### src/rtl/terminal_key_decoder_cursor_macros.svh
// Assertion macros shared by the key decoder RTL.
// Each use expects signals named clk and rst in the enclosing module.
`ifndef TERMINAL_KEY_DECODER_CURSOR_MACROS_SVH
`define TERMINAL_KEY_DECODER_CURSOR_MACROS_SVH

// Same-cycle implication, switched off while reset is high.
`define TKD_ASSERT_IMP(lbl, cond, conseq, msg) \
  lbl: assert property (@(posedge clk) disable iff (rst) (cond) |-> (conseq)) else $error(msg);

// Next-cycle implication, switched off while reset is high.
`define TKD_ASSERT_NXT(lbl, cond, conseq, msg) \
  lbl: assert property (@(posedge clk) disable iff (rst) (cond) |=> (conseq)) else $error(msg);

`endif

### src/rtl/tkd_pkg.sv
// Package for the terminal key decoder: beat types, key codes and byte constants.
// Used by tkd_parser, tkd_cursor and terminal_key_decoder_cursor.
`default_nettype none
package tkd_pkg;

  typedef struct packed {
    logic       mode;
    logic [7:0] byte_in;
  } tkd_in_t;

  typedef struct packed {
    logic [8:0] key_code;
    logic       quit_request;
    logic [7:0] cursor_col;
    logic [7:0] cursor_row;
  } tkd_out_t;

  typedef struct packed {
    logic       has_key;
    logic [8:0] code;
  } tkd_key_t;

  typedef struct packed {
    logic [7:0] col;
    logic [7:0] row;
  } tkd_pos_t;

  typedef enum logic [2:0] {
    PH_IDLE,
    PH_ESC,
    PH_BRACKET,
    PH_O,
    PH_SKIP,
    PH_DIGIT
  } tkd_phase_t;

  localparam logic [8:0] K_LEFT  = 9'd256;
  localparam logic [8:0] K_RIGHT = 9'd257;
  localparam logic [8:0] K_UP    = 9'd258;
  localparam logic [8:0] K_DOWN  = 9'd259;
  localparam logic [8:0] K_DEL   = 9'd260;
  localparam logic [8:0] K_HOME  = 9'd261;
  localparam logic [8:0] K_END   = 9'd262;
  localparam logic [8:0] K_PGUP  = 9'd263;
  localparam logic [8:0] K_PGDN  = 9'd264;

  localparam logic [7:0] CTRL_MASK = 8'h1F;
  localparam logic [7:0] ESC_BYTE  = 8'h1B;
  localparam logic [7:0] QUIT_BYTE = 8'h71 & CTRL_MASK;
  localparam logic [8:0] KEY_ESC   = {1'b0, ESC_BYTE};
  localparam logic [8:0] KEY_QUIT  = {1'b0, QUIT_BYTE};

  localparam logic [7:0] CH_BRACKET = 8'h5B;
  localparam logic [7:0] CH_O       = 8'h4F;
  localparam logic [7:0] CH_TILDE   = 8'h7E;
  localparam logic [7:0] CH_ZERO    = 8'h30;
  localparam logic [7:0] CH_NINE    = 8'h39;
  localparam logic [7:0] CH_ONE     = 8'h31;
  localparam logic [7:0] CH_THREE   = 8'h33;
  localparam logic [7:0] CH_FOUR    = 8'h34;
  localparam logic [7:0] CH_FIVE    = 8'h35;
  localparam logic [7:0] CH_SIX     = 8'h36;
  localparam logic [7:0] CH_SEVEN   = 8'h37;
  localparam logic [7:0] CH_EIGHT   = 8'h38;
  localparam logic [7:0] CH_A       = 8'h41;
  localparam logic [7:0] CH_B       = 8'h42;
  localparam logic [7:0] CH_C       = 8'h43;
  localparam logic [7:0] CH_D       = 8'h44;
  localparam logic [7:0] CH_F       = 8'h46;
  localparam logic [7:0] CH_H       = 8'h48;

  // Configuration register indexes.
  localparam logic CFG_ROWS = 1'b0;
  localparam logic CFG_COLS = 1'b1;

  localparam logic [7:0] ROWS_RESET = 8'd24;
  localparam logic [7:0] COLS_RESET = 8'd80;

endpackage
`default_nettype wire

### src/rtl/terminal_key_decoder_cursor.sv
// Top level of the terminal key decoder with its bounded cursor.
// Depends on tkd_pkg, tkd_parser, tkd_cursor and the shared assertion macros.
//
// Accepts one beat per clock while byte_stall is low: a received byte or a
// read-timeout tick. A beat is held in an input register, decoded and applied to
// the cursor in a single pass, and any key it completes is loaded into the result
// register as the beat leaves; sustained throughput is one beat per cycle while
// the result side keeps up, set by the parse and cursor update each beat needs
// before the next can use the state it leaves. Escape bytes and the bytes inside
// a sequence yield no result; a timeout inside a sequence yields a bare ESC.
// Screen size registers (index 0 rows, 1 columns) reset to 24 by 80; the user
// must write them only while the block is idle, which the block does not enforce.
`default_nettype none
`include "terminal_key_decoder_cursor_macros.svh"
module terminal_key_decoder_cursor (
  input  wire logic             clk,
  input  wire logic             rst,
  input  wire logic             byte_valid,
  output logic                  byte_stall,
  input  wire tkd_pkg::tkd_in_t byte_beat,
  output logic                  key_valid,
  input  wire logic             key_stall,
  output tkd_pkg::tkd_out_t     key_beat,
  input  wire logic             cfg_write,
  input  wire logic             cfg_index,
  input  wire logic [7:0]       cfg_data
);

  logic              s1_valid;
  tkd_pkg::tkd_in_t  s1_beat;
  logic              out_free, advance, byte_accept;
  logic [7:0]        screen_row_count, screen_col_count;
  tkd_pkg::tkd_key_t key;
  tkd_pkg::tkd_pos_t pos_next;

  assign out_free    = !key_valid || !key_stall;
  assign advance     = s1_valid && out_free;
  assign byte_stall  = s1_valid && !out_free;
  assign byte_accept = byte_valid && !byte_stall;

  always_ff @(posedge clk) begin
    if (rst) begin
      screen_row_count <= tkd_pkg::ROWS_RESET;
      screen_col_count <= tkd_pkg::COLS_RESET;
    end else if (cfg_write) begin
      unique case (cfg_index)
        tkd_pkg::CFG_ROWS: screen_row_count <= cfg_data;
        tkd_pkg::CFG_COLS: screen_col_count <= cfg_data;
        default: ;
      endcase
    end
  end

  // Input register.
  always_ff @(posedge clk) begin
    if (rst) begin
      s1_valid <= 1'b0;
    end else if (byte_accept) begin
      s1_valid <= 1'b1;
    end else if (advance) begin
      s1_valid <= 1'b0;
    end
  end

  always_ff @(posedge clk) begin
    if (byte_accept) s1_beat <= byte_beat;
  end

  tkd_parser u_parser (
    .clk     (clk),
    .rst     (rst),
    .advance (advance),
    .beat    (s1_beat),
    .key     (key)
  );

  tkd_cursor u_cursor (
    .clk       (clk),
    .rst       (rst),
    .advance   (advance),
    .key       (key),
    .row_count (screen_row_count),
    .col_count (screen_col_count),
    .pos_next  (pos_next)
  );

  // Result register: loaded only when the previous beat has gone or is leaving.
  always_ff @(posedge clk) begin
    if (rst) begin
      key_valid <= 1'b0;
    end else if (advance) begin
      key_valid <= key.has_key;
    end else if (!key_stall) begin
      key_valid <= 1'b0;
    end
  end

  always_ff @(posedge clk) begin
    if (advance && key.has_key) begin
      key_beat.key_code     <= key.code;
      key_beat.quit_request <= (key.code == tkd_pkg::KEY_QUIT);
      key_beat.cursor_col   <= pos_next.col;
      key_beat.cursor_row   <= pos_next.row;
    end
  end

  `TKD_ASSERT_IMP(a_quit_matches, key_valid, key_beat.quit_request == (key_beat.key_code == tkd_pkg::KEY_QUIT), "quit flag disagrees with key code")
  `TKD_ASSERT_IMP(a_code_range, key_valid, key_beat.key_code <= tkd_pkg::K_PGDN, "key code out of range")
  `TKD_ASSERT_NXT(a_s1_holds, s1_valid && !advance, s1_valid && $stable(s1_beat), "held input beat was lost")

endmodule
`default_nettype wire

### src/rtl/tkd_parser.sv
// Escape sequence parser: tracks the parse phase and turns bytes into key codes.
// Depends on tkd_pkg and the shared assertion macros.
`default_nettype none
`include "terminal_key_decoder_cursor_macros.svh"
module tkd_parser (
  input  wire logic           clk,
  input  wire logic           rst,
  input  wire logic           advance,
  input  wire tkd_pkg::tkd_in_t beat,
  output tkd_pkg::tkd_key_t   key
);

  tkd_pkg::tkd_phase_t phase, phase_next;
  logic [7:0] held_digit, held_digit_next;
  logic       is_digit;

  function automatic logic [8:0] letter_key(input logic [7:0] b, input logic arrows);
    logic [8:0] k;
    k = tkd_pkg::KEY_ESC;
    if (b == tkd_pkg::CH_H) k = tkd_pkg::K_HOME;
    else if (b == tkd_pkg::CH_F) k = tkd_pkg::K_END;
    else if (arrows && b == tkd_pkg::CH_A) k = tkd_pkg::K_UP;
    else if (arrows && b == tkd_pkg::CH_B) k = tkd_pkg::K_DOWN;
    else if (arrows && b == tkd_pkg::CH_C) k = tkd_pkg::K_RIGHT;
    else if (arrows && b == tkd_pkg::CH_D) k = tkd_pkg::K_LEFT;
    return k;
  endfunction

  function automatic logic [8:0] tilde_key(input logic [7:0] d);
    logic [8:0] k;
    unique case (d)
      tkd_pkg::CH_ONE, tkd_pkg::CH_SEVEN:  k = tkd_pkg::K_HOME;
      tkd_pkg::CH_THREE:                   k = tkd_pkg::K_DEL;
      tkd_pkg::CH_FOUR, tkd_pkg::CH_EIGHT: k = tkd_pkg::K_END;
      tkd_pkg::CH_FIVE:                    k = tkd_pkg::K_PGUP;
      tkd_pkg::CH_SIX:                     k = tkd_pkg::K_PGDN;
      default:                             k = tkd_pkg::KEY_ESC;
    endcase
    return k;
  endfunction

  assign is_digit = (beat.byte_in >= tkd_pkg::CH_ZERO) && (beat.byte_in <= tkd_pkg::CH_NINE);

  // Next phase and held digit.
  always_comb begin
    phase_next      = phase;
    held_digit_next = held_digit;
    if (beat.mode) begin
      phase_next = tkd_pkg::PH_IDLE;
    end else begin
      unique case (phase)
        tkd_pkg::PH_IDLE: begin
          if (beat.byte_in == tkd_pkg::ESC_BYTE) phase_next = tkd_pkg::PH_ESC;
        end
        tkd_pkg::PH_ESC: begin
          if (beat.byte_in == tkd_pkg::CH_BRACKET) phase_next = tkd_pkg::PH_BRACKET;
          else if (beat.byte_in == tkd_pkg::CH_O) phase_next = tkd_pkg::PH_O;
          else phase_next = tkd_pkg::PH_SKIP;
        end
        tkd_pkg::PH_BRACKET: begin
          if (is_digit) begin
            phase_next      = tkd_pkg::PH_DIGIT;
            held_digit_next = beat.byte_in;
          end else begin
            phase_next = tkd_pkg::PH_IDLE;
          end
        end
        default: phase_next = tkd_pkg::PH_IDLE;
      endcase
    end
  end

  // Key produced by this beat, if any.
  always_comb begin
    key.has_key = 1'b0;
    key.code    = tkd_pkg::KEY_ESC;
    if (beat.mode) begin
      key.has_key = (phase != tkd_pkg::PH_IDLE);
    end else begin
      unique case (phase)
        tkd_pkg::PH_IDLE: begin
          key.has_key = (beat.byte_in != tkd_pkg::ESC_BYTE);
          key.code    = {1'b0, beat.byte_in};
        end
        tkd_pkg::PH_ESC: key.has_key = 1'b0;
        tkd_pkg::PH_BRACKET: begin
          key.has_key = !is_digit;
          key.code    = letter_key(beat.byte_in, 1'b1);
        end
        tkd_pkg::PH_O: begin
          key.has_key = 1'b1;
          key.code    = letter_key(beat.byte_in, 1'b0);
        end
        tkd_pkg::PH_DIGIT: begin
          key.has_key = 1'b1;
          key.code    = (beat.byte_in == tkd_pkg::CH_TILDE) ? tilde_key(held_digit)
                                                            : tkd_pkg::KEY_ESC;
        end
        default: key.has_key = 1'b1;
      endcase
    end
  end

  always_ff @(posedge clk) begin
    if (rst) begin
      phase      <= tkd_pkg::PH_IDLE;
      held_digit <= '0;
    end else if (advance) begin
      phase      <= phase_next;
      held_digit <= held_digit_next;
    end
  end

  `TKD_ASSERT_IMP(a_idle_tick_silent, advance && beat.mode && phase == tkd_pkg::PH_IDLE, !key.has_key, "timeout while idle produced a key")
  `TKD_ASSERT_NXT(a_tick_to_idle, advance && beat.mode, phase == tkd_pkg::PH_IDLE, "timeout did not return the parser to idle")
  `TKD_ASSERT_IMP(a_esc_byte_silent, advance && !beat.mode && phase == tkd_pkg::PH_ESC, !key.has_key, "byte after ESC produced a key")

endmodule
`default_nettype wire

### src/rtl/tkd_cursor.sv
// Cursor tracker: moves a cursor inside the screen for each decoded key.
// Depends on tkd_pkg.
`default_nettype none
module tkd_cursor (
  input  wire logic              clk,
  input  wire logic              rst,
  input  wire logic              advance,
  input  wire tkd_pkg::tkd_key_t key,
  input  wire logic [7:0]        row_count,
  input  wire logic [7:0]        col_count,
  output tkd_pkg::tkd_pos_t      pos_next
);

  logic [7:0] cursor_x_pos, cursor_y_pos;
  logic [7:0] last_row, last_col;

  assign last_row = (row_count != 8'd0) ? row_count - 8'd1 : 8'd0;
  assign last_col = (col_count != 8'd0) ? col_count - 8'd1 : 8'd0;

  always_comb begin
    pos_next.col = cursor_x_pos;
    pos_next.row = cursor_y_pos;
    unique case (key.code)
      tkd_pkg::K_UP: begin
        if (cursor_y_pos != 8'd0) pos_next.row = cursor_y_pos - 8'd1;
      end
      tkd_pkg::K_DOWN: begin
        if (cursor_y_pos < last_row) pos_next.row = cursor_y_pos + 8'd1;
      end
      tkd_pkg::K_RIGHT: begin
        if (cursor_x_pos < last_col) pos_next.col = cursor_x_pos + 8'd1;
      end
      tkd_pkg::K_LEFT: begin
        if (cursor_x_pos != 8'd0) pos_next.col = cursor_x_pos - 8'd1;
      end
      tkd_pkg::K_HOME: pos_next.col = 8'd0;
      tkd_pkg::K_END:  pos_next.col = last_col;
      tkd_pkg::K_PGUP: begin
        pos_next.row = (cursor_y_pos > row_count) ? cursor_y_pos - row_count : 8'd0;
      end
      tkd_pkg::K_PGDN: begin
        if (cursor_y_pos < last_row) pos_next.row = last_row;
      end
      default: ;
    endcase
  end

  always_ff @(posedge clk) begin
    if (rst) begin
      cursor_x_pos <= '0;
      cursor_y_pos <= '0;
    end else if (advance && key.has_key) begin
      cursor_x_pos <= pos_next.col;
      cursor_y_pos <= pos_next.row;
    end
  end

endmodule
`default_nettype wire

### config.mk
export PLATFORM = sky130hd
export DESIGN_NAME = terminal_key_decoder_cursor
export DESIGN_NICKNAME = d
export VERILOG_FILES = /design/src/rtl/tkd_pkg.sv /design/src/rtl/terminal_key_decoder_cursor.sv /design/src/rtl/tkd_parser.sv /design/src/rtl/tkd_cursor.sv
export VERILOG_INCLUDE_DIRS = /design/src /design/src/rtl
export SDC_FILE = /design/constraint.sdc
export NUM_CORES = 1
export LEC_CHECK = 0
export BUFFER_PORTS_ARGS = -buffer_cell sky130_fd_sc_hd__buf_4
export CAP_MARGIN = 20
export CORE_UTILIZATION = 64
export CTS_CLUSTER_DIAMETER = 120
export CTS_CLUSTER_SIZE = 28
export DETAILED_ROUTE_END_ITERATION = 16
export GPL_ROUTABILITY_DRIVEN = 0
export PLACE_DENSITY = 0.85
export SETUP_SLACK_MARGIN = 0.3
export SLEW_MARGIN = 10
export SYNTH_ARGS = -nofsm -noshare
export SYNTH_HDL_FRONTEND = slang
export SYNTH_SLANG_ARGS = --single-unit
### constraint.sdc
create_clock -name clk -period 9.46 [get_ports clk]
set_input_delay 1.892 -clock clk [delete_from_list [all_inputs] [get_ports clk]]
set_output_delay 1.892 -clock clk [all_outputs]
set_load 0.01 [all_outputs]
==> results.py, run 1 <==
metrics = {
    "run_status": {
        "status": "complete, no violations",
    },
    "routing": {
        "wire_per_inst_um": 18.7,
        "firstDrtPassIters": 5,
        "dr_total_vias": 5923,
        "drt-total-wl_um": 16000,
        "drt_iter0_drc": 622,
        "vias_per_cell": 6.91,
        "drcViolationCount": 0,
        "antenna_left": 0,
    },
    "synthesis": {
        "netlist_area_mm2": 0.00598,
        "synth_edf_count": 35,
        "ys_seq_elements": 80,
        "synth_cell_types": 92,
        "yosysWarnings": 0,
        "syn_inst": 716,
        "ys.flop_type": "dfxtp_1",
        "yosysSeqAreaShare_pct": 32.7,
        "synth_fp_nets": 772,
        "async_reset_ff_share_pct": 0,
        "avgSynthCellArea_um2": 8.35,
    },
    "sta": {
        "clock.fmax_mhz": 236,
        "timing.setup.tns_ns": 0,
        "worst_slew_pin_slew_ns": 1.10,
        "timing.final.max_slew_violations": 0,
        "min_period_ns": 4.25,
        "period_share_pct": 44.9,
        "setup_viol": 0,
        "finClkSkew_ns": 0.00969,
        "slew_headroom_pct": 26.2,
        "rsz0062_at_grt": "no",
        "hold_viol": 0,
    },
    "floorplan": {
        "io_pins": 51,
        "coreArea_mm2": 0.00889,
        "start_util_pct": 67.2,
        "die_h_um": 98.6,
        "fp.dieW_um": 98.6,
        "std_cell_rows": 34,
        "die_area_mm2": 0.00973,
    },
    "worst_setup_path": {
        "crit_arrival_ns": 2.35,
        "path_class": "input port to output pin",
        "start_kind": "input port",
        "regToRegEndpoint": "key_beat[4]$_DFFE_PP_",
        "worstSetupEndpointType": "output pin",
        "r2r.worst_path.cells": 13,
        "path_max_fanout": 3,
        "regToRegSetupSlack_ns": 5.49,
        "crit_required_ns": 7.57,
        "r2r-start": "screen_row_count[2]$_SDFFE_PP0P_",
    },
    "power_and_ir_drop": {
        "internal_power_uw": 517,
        "peakVddDrop_mv": 0.106,
        "power.clock.fraction_pct": 31.7,
        "comb_power_share_pct": 16.2,
        "p_leak_nw": 2.56,
        "p_seq_share_pct": 52.0,
        "p_per_area_mw_per_mm2": 114,
        "p_switching_uw": 227,
        "p_sw_share_pct": 30.5,
    },
    "place": {
        "dp_hpwl_um": 11800,
        "place_area_mm2": 0.00634,
        "numPortBuffers": 50,
    },
    "cells_and_area": {
        "insertedDiodeCount": 0,
        "final_cell_area_mm2": 0.00652,
        "final_nets": 800,
        "drive_above_1_share_pct": 13.0,
        "area_growth_pct": 9.11,
    },
    "min_path": {
        "hp-start": "u_parser.held_digit[7]$_SDFFE_PP0P_",
        "min_to": "u_parser.held_digit[7]$_SDFFE_PP0P_",
        "hold_path_class": "flip-flop to flip-flop",
        "worstHoldPathCells": 1,
    },
    "clock_network": {
        "clkSlewWorstSetupHoldPaths_ns": 0.08,
        "htreeDepth": 3,
        "clk_latency_ns": 0.36,
        "cts.sinks": 80,
        "cts_buffer_depth": 2,
        "ctsResizeCount": 0,
        "cts_tree": "done",
        "hold_buffers": 0,
        "cts_made_buffers": 9,
        "clockRootBuffer": "clkbuf_8",
        "postCtsSetupRepairBufs": 0,
    },
    "grt": {
        "grt_usage_pct": 33.8,
        "grt_pass1_wl_um": 26600,
        "first_global_vias": 5644,
        "grt_max_degree": 40,
        "overflow": 0,
        "antenna_found_initial": 0,
    },
    "flow_run": {
        "maxCapViolCount": 0,
    },
}
[synthesized netlist by cell type (all sizes together), types with 10 or more instances]
cell type	number	area, µm²
dfxtp	45	901
xnor2	12	105
xor2	10	87.6
nand2	81	304
edfxtp	35	1050
nor3	31	165
and2	11	68.8
ha	32	400
nor2	64	250
a211oi	12	100
o21ai	33	169
o31ai	10	80.1
nor4	13	118
clkbuf	21	78.8
a21oi	38	190
nand3	29	150
and3	13	86.3
buf	14	80.1
nand2b	11	68.8
a21o	12	91.3
inv	33	124
nand4	15	106
[state kept, by name (all words and copies together) (netlist names)]
register,count
key_beat,26
s1_beat,9
screen_col_count,8
screen_row_count,8
u_cursor.cursor_x_pos,8
u_cursor.cursor_y_pos,8
u_parser.held_digit,8
u_parser.phase,3
key_valid,1
s1_valid,1
[power by group through the flow]
stage	logic (mW)	registers [mW]	clock network [mW]
6_report	0.121	0.387	0.236
5_1_grt	0.132	0.389	0.253
4_1_cts	0.118	0.386	0.239
3_5_place_dp	0.117	0.394	0
3_3_place_gp	0.113	0.394	0
2_1_floorplan	0.0874	0.388	0
[cell families (layout without fill, tap and decap cells)]
group / Yosys count / count (layout) / share of synthesized area, %
and+or+nand+nor: 323 / 323 / 29.3
AOI/OAI and AO/OA: 183 / 183 / 21.9
DFF: 80 / 80 / 32.7
buffers and inverters: 68 / 101 / 4.73
adders and majority gates: 33 / 33 / 7.03
xor gates and xnor gates: 22 / 22 / 3.22
muxes: 7 / 7 / 1.19
[critical path: stages]
cell,delay [ns]
buf_4,0.11
and3_1,0.20
buf_4,0.15
[layout by cell type (no fill, tap or decap), types with 10 or more instances in the layout]
master	n
a211oi_1	10
a21o_1	11
a21oi_1	38
and2_1	11
and3_1	12
buf_4	52
dfxtp_1	45
edfxtp_1	35
ha_1	32
inv_1	32
nand2_1	81
nand2b_1	11
nand3_1	28
nand4_1	13
nor2_1	62
nor3_1	29
nor4_1	10
o21ai_0	28
xnor2_1	12
xor2_1	10
[cell type report]
type	count	area (µm²)
Fill cell	679	2370
Sequential cell	80	1950
Tap cell	108	135
Multi-Input combinational cell	568	3740
Timing Repair Buffer	52	390
Inverter	33	124
Clock inverter	7	53.8
Clock buffer	9	124
[metal layers]
| metal | up-vias | wire [µm] | share of wire (%) | GRT usage [%] |
|---|---|---|---|---|
| met4 | 0 | 533 | 3.3 | 15.2 |
| li1 | 2741 | - | - | - |
| met3 | 66 | 1570 | 9.8 | 5.11 |
| met2 | 375 | 7450 | 46 | 55.4 |
| met1 | 2741 | 6490 | 40 | 44.3 |
| met5 | - | 0 | 0 | 0 |
[per-stage QoR]
step | std cells | hold slack [ns] | setup WS [ns] | utilization, % | total power [mW]
2_1_floorplan | 716 | 0.455 | 5.46 | - | 0.475
3_3_place_gp | 840 | 0.468 | 5.23 | 71.3 | 0.506
3_5_place_dp | 840 | 0.480 | 5.14 | 71.3 | 0.512
4_1_cts | 856 | 0.492 | 5.12 | 73.3 | 0.744
5_1_grt | 857 | 0.509 | 5.11 | 73.3 | 0.773
6_report | 857 | 0.492 | 5.21 | 73.3 | 0.744
[worst max path at each step]
stage	from	endpoint	slack [ns]
6_report	key_stall	byte_stall	5.21
5_1_grt	screen_row_count[2]$_SDFFE_PP0P_	key_beat[4]$_DFFE_PP_	5.11
4_1_cts	screen_row_count[2]$_SDFFE_PP0P_	key_beat[4]$_DFFE_PP_	5.12
3_5_place_dp	screen_row_count[2]$_SDFFE_PP0P_	key_beat[4]$_DFFE_PP_	5.14
3_3_place_gp	key_stall	byte_stall	5.23
2_1_floorplan	key_stall	byte_stall	5.46
No activity file was read; power rests on OpenSTA's default activity.
==> inputs of run 2 (changes only) <==
CORE_UTILIZATION = 55   (was 64)
PLACE_DENSITY = 0.77   (was 0.85)
clock period = 3.9 ns   (was 9.46 ns; I/O delays follow)
==> results.py, run 2 (same netlist as run 1, synthesis figures left out) <==
metrics = {
    "run_status": {
        "status": "complete, no violations",
    },
    "worst_setup_path": {
        "crit_arrival_ns": 3.62,
        "cp-endpoint": "key_beat[15]$_DFFE_PP_",
        "r2r-start": "screen_col_count[0]$_SDFFE_PP0P_",
        "path_max_fanout": 6,
        "regToRegEndpoint": "key_beat[15]$_DFFE_PP_",
        "r2r.worst_path.cells": 15,
        "worstSetupEndpointType": "flip-flop",
        "crit_required_ns": 4.03,
        "regToRegSetupSlack_ns": 0.41,
        "cp-startpoint": "screen_col_count[0]$_SDFFE_PP0P_",
        "path_class": "flip-flop to flip-flop",
        "start_kind": "flip-flop",
    },
    "cells_and_area": {
        "insertedDiodeCount": 0,
        "num-fill-cells": 873,
        "largest-register": "key_beat",
        "regArea_mm2": 0.00195,
        "drive_above_1_share_pct": 17.0,
        "post-route-util_pct": 65.5,
        "reg_top3": "key_beat: 26 flops, s1_beat: 9 flops",
        "final_nets": 820,
        "mostFrequentLayoutCells": "nand2_1 (81), buf_4 (72), nor2_1 (61)",
        "largest_reg_flops": 26,
        "final_common_cell": "nand2_1",
        "multiInputGateArea_mm2": 0.00382,
        "area_growth_pct": 14.2,
    },
    "clock_network": {
        "hold_buffers": 0,
        "clkSlewWorstSetupHoldPaths_ns": 0.09,
        "cts_made_buffers": 9,
        "clockRootBuffer": "clkbuf_8",
        "cts.sinks": 80,
        "cts_tree": "done",
        "cts_buffer_depth": 2,
        "htreeDepth": 3,
        "clk_latency_ns": 0.38,
    },
    "sta": {
        "rsz0062_at_grt": "yes",
        "period_share_pct": 89.5,
        "timing.setup.tns_ns": 0,
        "worst_slew_pin_slew_ns": 0.885,
        "timing.final.max_slew_violations": 0,
        "setup_viol": 0,
        "hold_viol": 0,
        "min_period_ns": 3.49,
        "slew_headroom_pct": 40.8,
        "clock.fmax_mhz": 286,
        "finClkSkew_ns": 0.0185,
    },
    "power_and_ir_drop": {
        "peakVddDrop_mv": 0.284,
        "p_leak_nw": 2.70,
        "p_per_area_mw_per_mm2": 285,
        "p_total_mw": 1.94,
    },
    "place": {
        "numPortBuffers": 50,
        "dp_hpwl_um": 12500,
    },
    "grt": {
        "grt_usage_pct": 30.5,
        "first_global_vias": 5590,
        "antenna_found_initial": 0,
        "grt-busiest-layer": "met2",
        "use_met2_pct": 48.4,
        "grt_use_met3_pct": 5.76,
        "gr-usage-met1_pct": 40.7,
        "grt_pass1_wl_um": 27300,
        "grt_max_degree": 40,
        "overflow": 0,
    },
    "floorplan": {
        "start_util_pct": 57.4,
        "std_cell_rows": 37,
        "coreArea_mm2": 0.0104,
        "fp.dieW_um": 106,
        "die_area_mm2": 0.0113,
        "die_h_um": 106,
        "io_pins": 51,
    },
    "routing": {
        "antenna_left": 0,
        "drcViolationCount": 0,
        "dr_total_vias": 5968,
        "vias_per_cell": 6.59,
        "wire_per_inst_um": 18.8,
        "drt-total-wl_um": 17000,
        "drt_iter0_drc": 753,
        "firstDrtPassIters": 5,
    },
    "flow_run": {
        "maxCapViolCount": 0,
    },
    "min_path": {
        "hold_path_class": "flip-flop to flip-flop",
    },
}
[run 2: cell types whose count changed in the layout (fill, tap and decap cells not counted), sizes merged]
cell / before / now
buf: 52 / 72
inv: 36 / 33
bufinv: 0 / 2
clkinv: 1 / 3
clkinvlp: 3 / 1
clkbuf: 9 / 10
[run 2: worst min path at each step]
stage / end / depth (start not counted) / startpoint / slack [ns]
final: u_parser.held_digit[7]$_SDFFE_PP0P_ / 1 / u_parser.held_digit[7]$_SDFFE_PP0P_ / 0.49
after global routing: u_parser.held_digit[6]$_SDFFE_PP0P_ / 1 / u_parser.held_digit[6]$_SDFFE_PP0P_ / 0.51
after CTS: u_parser.held_digit[6]$_SDFFE_PP0P_ / 1 / u_parser.held_digit[6]$_SDFFE_PP0P_ / 0.50
after detailed placement: u_parser.held_digit[6]$_SDFFE_PP0P_ / 1 / u_parser.held_digit[6]$_SDFFE_PP0P_ / 0.48
after global placement: u_parser.held_digit[7]$_SDFFE_PP0P_ / 1 / u_parser.held_digit[7]$_SDFFE_PP0P_ / 0.47
after floorplan: u_parser.held_digit[5]$_SDFFE_PP0P_ / 2 / u_parser.held_digit[5]$_SDFFE_PP0P_ / 0.45
[run 2: final cells by class]
class | count | share of cell area [%]
Clock inverter | 6 | 1.37
Multi-Input combinational cell | 568 | 55.9
Sequential cell | 80 | 28.6
Inverter | 33 | 1.81
Tap cell | 136 | 2.49
Clock buffer | 10 | 1.87
Timing Repair Buffer | 72 | 7.92
[run 2: critical path: stages (launching register included)]
cell and delay, ns:
dfxtp_1 0.37, inv_1 0.10, ha_1 0.19, nand2_1 0.09
or3_1 0.34, nor3_1 0.15, a21oi_1 0.09, ha_1 0.30
and4_1 0.21, o2111ai_1 0.16, o221ai_2 0.22, nor3_2 0.28
nand3_1 0.14, xnor2_1 0.17, a221oi_2 0.31, nand2_1 0.11
[run 2: power by group]
group / leakage (nW) / internal (mW) / switching, mW
Combinational: 1.90 / 0.126 / 0.190
Clock: 0.107 / 0.364 / 0.331
Sequential: 0.701 / 0.901 / 0.0309
Total: 2.70 / 1.39 / 0.553
[run 2: what timing repair did]
action | in CTS | in global routing
endpoints found under the setup margin | 3 | 12
setup buffers | 0 | 3
pin swaps | 0 | 1
resized for setup | 4 | 13
[run 2: metal layers]
layer | up-vias | routed length, µm
met5 | - | 0
met3 | 46 | 1450
met4 | 0 | 435
met1 | 2811 | 7280
li1 | 2778 | -
met2 | 333 | 7810
[run 2: per-stage QoR]
step           instance area (µm²)  hold WS, ns  setup slack (ns)  std cells
4_1_cts                       6750        0.497             0.351        902
2_1_floorplan                 5980        0.455             0.378        716
5_1_grt                       6830        0.508             0.161        905
3_5_place_dp                  6510        0.480             0.201        886
6_report                      6830        0.494             0.408        905
3_3_place_gp                  6510        0.468             0.394        886
